--- src/vn_pkg.sv ---
// shared constants for the vector normalisation pipeline
`timescale 1ns / 1ps
package vn_pkg;
   localparam int CW         = 32;
   localparam int ROOT_W     = CW;
   localparam int SUM_W      = 2 * CW;
   localparam int MAG_W      = CW + 1;
   localparam int SQ_REM_W   = ROOT_W + 3;
   localparam int UNIT_W     = 32;
   localparam int UNIT_FRAC  = 30;
   localparam int DIV_STEPS  = UNIT_FRAC + 1;
   localparam int DIV_REM_W  = ROOT_W + 1;
   localparam int LANES      = 3;
   localparam int FRONT_REGS = 3;
   localparam int LATENCY    = FRONT_REGS + ROOT_W + DIV_STEPS + 1;
endpackage

--- src/vn_div_lane.sv ---
// one lane of the pipelined restoring divider, one quotient bit per stage
`timescale 1ns / 1ps
module vn_div_lane (
   input  logic                           clock,
   input  logic                           enable,
   input  logic [vn_pkg::CW-1:0]          mag,
   input  logic [vn_pkg::ROOT_W-1:0]      divisor,
   output logic [vn_pkg::DIV_STEPS-1:0]   quotient
);
   logic [vn_pkg::DIV_REM_W-1:0] rem_ff [0:vn_pkg::DIV_STEPS];
   logic [vn_pkg::ROOT_W-1:0]    div_ff [0:vn_pkg::DIV_STEPS];
   logic [vn_pkg::DIV_STEPS-1:0] q_ff   [0:vn_pkg::DIV_STEPS];

   assign rem_ff[0] = {1'b0, mag};
   assign div_ff[0] = divisor;
   assign q_ff[0]   = '0;

   for (genvar j = 0; j < vn_pkg::DIV_STEPS; j++) begin : g_step
      logic [vn_pkg::DIV_REM_W-1:0] cur_in;
      logic [vn_pkg::DIV_REM_W-1:0] rem_in;
      logic                         ge_in;
      always_comb begin
         if (j == 0) begin
            cur_in = rem_ff[j];
         end else begin
            cur_in = {rem_ff[j][vn_pkg::DIV_REM_W-2:0], 1'b0};
         end
         ge_in  = cur_in >= {1'b0, div_ff[j]};
         rem_in = ge_in ? (cur_in - {1'b0, div_ff[j]}) : cur_in;
      end
      always_ff @(posedge clock) begin
         if (enable) begin
            rem_ff[j+1] <= rem_in;
            div_ff[j+1] <= div_ff[j];
            q_ff[j+1]   <= {q_ff[j][vn_pkg::DIV_STEPS-2:0], ge_in};
         end
      end
   end

   assign quotient = q_ff[vn_pkg::DIV_STEPS];
endmodule

--- config.mk ---
export PLATFORM = sky130hd
export DESIGN_NAME = vn_div_lane
export DESIGN_NICKNAME = d
export VERILOG_FILES = /design/src/vn_pkg.sv /design/src/vn_div_lane.sv
export SDC_FILE = /design/constraint.sdc
export NUM_CORES = 2
export LEC_CHECK = 0
export BUFFER_PORTS_ARGS = -buffer_cell sky130_fd_sc_hd__clkbuf_2
export CAP_MARGIN = 25
export CORE_MARGIN = 5
export CORE_UTILIZATION = 30
export DETAILED_ROUTE_END_ITERATION = 16
export GPL_TIMING_DRIVEN = 0
export MAX_ROUTING_LAYER = met4
export SETUP_SLACK_MARGIN = 0.4
export SYNTH_ARGS = -nofsm -noshare
export SYNTH_HDL_FRONTEND = slang
export SYNTH_SLANG_ARGS = --single-unit
--- constraint.sdc ---
create_clock -name clock -period 4.2 [get_ports clock]
set_input_delay 0.42 -clock clock [delete_from_list [all_inputs] [get_ports clock]]
set_output_delay 0.42 -clock clock [all_outputs]
set_load 0.01 [all_outputs]
==> impl_metrics.env <==
export IMPL_ys_ff_latch=2416
export IMPL_grt_pass1_vias=89296
export IMPL_synth_ff_type="edfxtp_1"
export IMPL_fin_crit_sh_pct=95.1
export IMPL_skew_ps=64.2
export IMPL_start_util_pct=30.1
export IMPL_drtAntennaViolNets=0
export IMPL_critPathLaunch="div_ff[969]"
export IMPL_path_buf_inv=3
export IMPL_worstHoldPathType="primary input to flop"
export IMPL_max_cap_viol_count=0
export IMPL_grt_antenna_before_repair=4
export IMPL_cp_max_fo=8
export IMPL_clkLatencyLatePin_ps=930
export IMPL_synthCells=11870
export IMPL_synth_area_per_cell_sq_um=11.4
export IMPL_syn_area_sq_mm=0.135
export IMPL_wl_per_cell_um=17.5
export IMPL_placed_cell_area_sq_mm=0.144
export IMPL_final_cell_mix="edfxtp_1, inv_1, ha_1, a21oi_1, nand2_1"
export IMPL_utilization_pct=35.1
export IMPL_die_w_um=682
export IMPL_die_area_sq_mm=0.465
export IMPL_hold_depth=4
export IMPL_core_area_sq_mm=0.449
export IMPL_power_density_mw_per_mm2=785
export IMPL_final_common_cell="edfxtp_1"
export IMPL_final_max_slew_viol_count=0
export IMPL_area_growth_pct=16.6
export IMPL_grt_pass1_wl_um=504000
export IMPL_ir_drop_uv=375
export IMPL_leakage_uw=0.0637
export IMPL_io_buffers=96
export IMPL_period_minus_slack_ps=4000
export IMPL_die_h_um=682
export IMPL_hold_viol_final=0
export IMPL_crit_path_end_kind="flop"
export IMPL_grt_max_degree=128
export IMPL_crit_arrival_ps=4630
export IMPL_cpPeakStageDelay_ps=430
export IMPL_ys_types=100
export IMPL_status="finished clean"
export IMPL_numCtsBuffers=295
export IMPL_async_flop_share_pct=0
export IMPL_critical_path_class="flop to flop"
export IMPL_whs_endpoint="g_step[1].cur_in[1]"
export IMPL_setup_tns_ps=0
export IMPL_fmax_mhz=250
export IMPL_vias=90373
export IMPL_drive_gt1_share_pct=10.6
export IMPL_clock_sinks=2416
export IMPL_worstReg2RegEnd="g_step[2].cur_in[26]"
export IMPL_drc=0
export IMPL_wl_um=326000
export IMPL_worstPathRequired_ps=4830
export IMPL_num_rows=246
export IMPL_cp_start_kind="flop"
export IMPL_drtIter0Drc=5985
export IMPL_dpl_hpwl_um=243000
export IMPL_syn_nets=12957
export IMPL_vias_per_cell=4.84
export IMPL_clock_root_buffer="clkbuf_16"
export IMPL_fin_nets=13587
export IMPL_r2r_start="div_ff[969]"
export IMPL_reg2regPathDepth=14
export IMPL_slew_headroom_pct=35.8
export IMPL_ios=97
export IMPL_fin_area_sq_mm=0.158
export IMPL_worst_slew_pin_slew_ps=954
export IMPL_grt_usage_pct=13.9
export IMPL_dr_pass1_iters=6
export IMPL_setup_viol=0
export IMPL_hold_path_startpoint="mag[0]"
export IMPL_worstPathCellList="inv_1, ha_1, clkbuf_1, nand4_1, nor2_2, o311a_1, o311a_1, a211oi_4, a21oi_2, a21o_1, a221o_1, o31a_4, buf_12, mux2_4"
export IMPL_cts_max_level=5
export IMPL_critPathTopFamily="compound AO/OA/AOI/OAI gates"
export IMPL_ys_seq_area_share_pct=53.6
export IMPL_r2r_slack_ps=200
export IMPL_cp_slowest_cell="o31a_4"
export IMPL_grt_overflow_total=0
export IMPL_cpMostUsedCell="o311a_1"
export IMPL_ys_warn_count=0
export IMPL_clk_pin_slew_worst_paths_ps=60
export IMPL_rsz0062_at_grt="true"
export IMPL_clk_path_buf_depth=4
export IMPL_place_congestion=0.891
export IMPL_synth_edf_count=2416
export IMPL_cts_tree="built"
export IMPL_finalPower_uw=124000
-- metal layers --
metal  vias up  wire length [um]  global-route usage, %
met5         -                 0                      -
li1      44795                 -                      -
met4         0             10800                   4.27
met3       580             14200                   2.03
met1     43291            144000                   17.3
met2      1707            157000                   23.4
-- metrics by stage --
step	hold slack (ps)	cells	setup WS, ps
2_1_floorplan	400	11870	640
5_1_grt	52.5	18676	140
3_3_place_gp	400	17918	-42260
4_1_cts	-204	18589	227
3_5_place_dp	405	17951	-986
6_report	83.6	18676	204
-- flip-flops by register name (all words and copies together), names as in the netlist --
name,cells
q_ff,465
g_step.cur_in,960
div_ff,960
quotient,31
-- worst max-delay path by stage --
stage	end	slack, ps	cells after the start
6_report	g_step[2].cur_in[26]	200	14
5_1_grt	g_step[2].cur_in[25]	140	14
2_1_floorplan	g_step[2].cur_in[10]	640	14
4_1_cts	g_step[2].cur_in[26]	230	13
3_5_place_dp	g_step[30].cur_in[28]	-990	9
3_3_place_gp	g_step[30].cur_in[28]	-42260	1
-- cell usage after synthesis (50+ instances only) --
master    number  area [sq um]
nand3_1      156           781
and2_1        59           369
o21bai_1     134          1010
o31ai_1       50           375
xnor2_1      493          4320
nor2b_1      138           863
ha_1         991         12400
nand4_1      163          1020
nor2_1       585          2200
mux2_1       244          2750
o21ai_0      631          3160
a21o_1       522          3920
clkbuf_1     229           860
a211oi_1      74           556
inv_1       1243          4670
o21ai_1      174           871
xor2_1       327          2860
nand2_1      818          3070
o21a_1       134          1010
nand2b_1     153           957
mux2_2       111          1250
a21oi_1      926          4630
and3_1        97           607
nor3_1       116           581
edfxtp_1    2416         72500
a31oi_1       94           588
-- worst reg2reg max path, stage by stage (launching register included) --
cell      delay [ps]
edfxtp_1         410
inv_1             80
ha_1             220
clkbuf_1         180
nand4_1          260
nor2_2           150
o311a_1          180
o311a_1          390
a211oi_4         270
a21oi_2          110
a21o_1           190
a221o_1          370
o31a_4           430
buf_12           190
mux2_4           310
-- what timing repair did --
action                                 in CTS  in global routing
setup endpoints to repair                1046                973
hold buffers                               63                  1
resized for setup                         313                358
endpoints found under the hold margin      64                  1
pin swaps                                  52                103
cloned                                      0                 10
buffers inserted                           55                 75
-- cell families after synthesis --
family / after synthesis / share of synthesized area (%)
adders and majority gates: 1021 / 9.61
AOI/OAI and AO/OA: 3154 / 14.6
DFF: 2416 / 53.6
buffers and inverters: 1564 / 4.50
muxes: 421 / 3.59
and+or+nand+nor: 2474 / 8.73
xor gates and xnor gates: 820 / 5.31
-- final cells by class --
| class | count | area [sq um] |
|---|---|---|
| multi-input cells | 7891 | 58500 |
| well taps | 5952 | 7450 |
| plain buffers | 317 | 1990 |
| inverters | 1247 | 4680 |
| clock buffers | 345 | 7630 |
| repair buffers | 332 | 3190 |
| clock inverters | 175 | 1860 |
| flip-flops and latches | 2416 | 72500 |
| fillers | 44089 | 291000 |
| diodes | 1 | 2.50 |
-- where the power goes --
| group | switching [uW] | total (uW) | internal [uW] |
|---|---|---|---|
| clock | 10300 | 25200 | 14900 |
| sequential | 3880 | 39900 | 36100 |
| combinational | 33100 | 58800 | 25700 |
| total | 47300 | 124000 | 76600 |
Power figures use the tool's default switching activity.
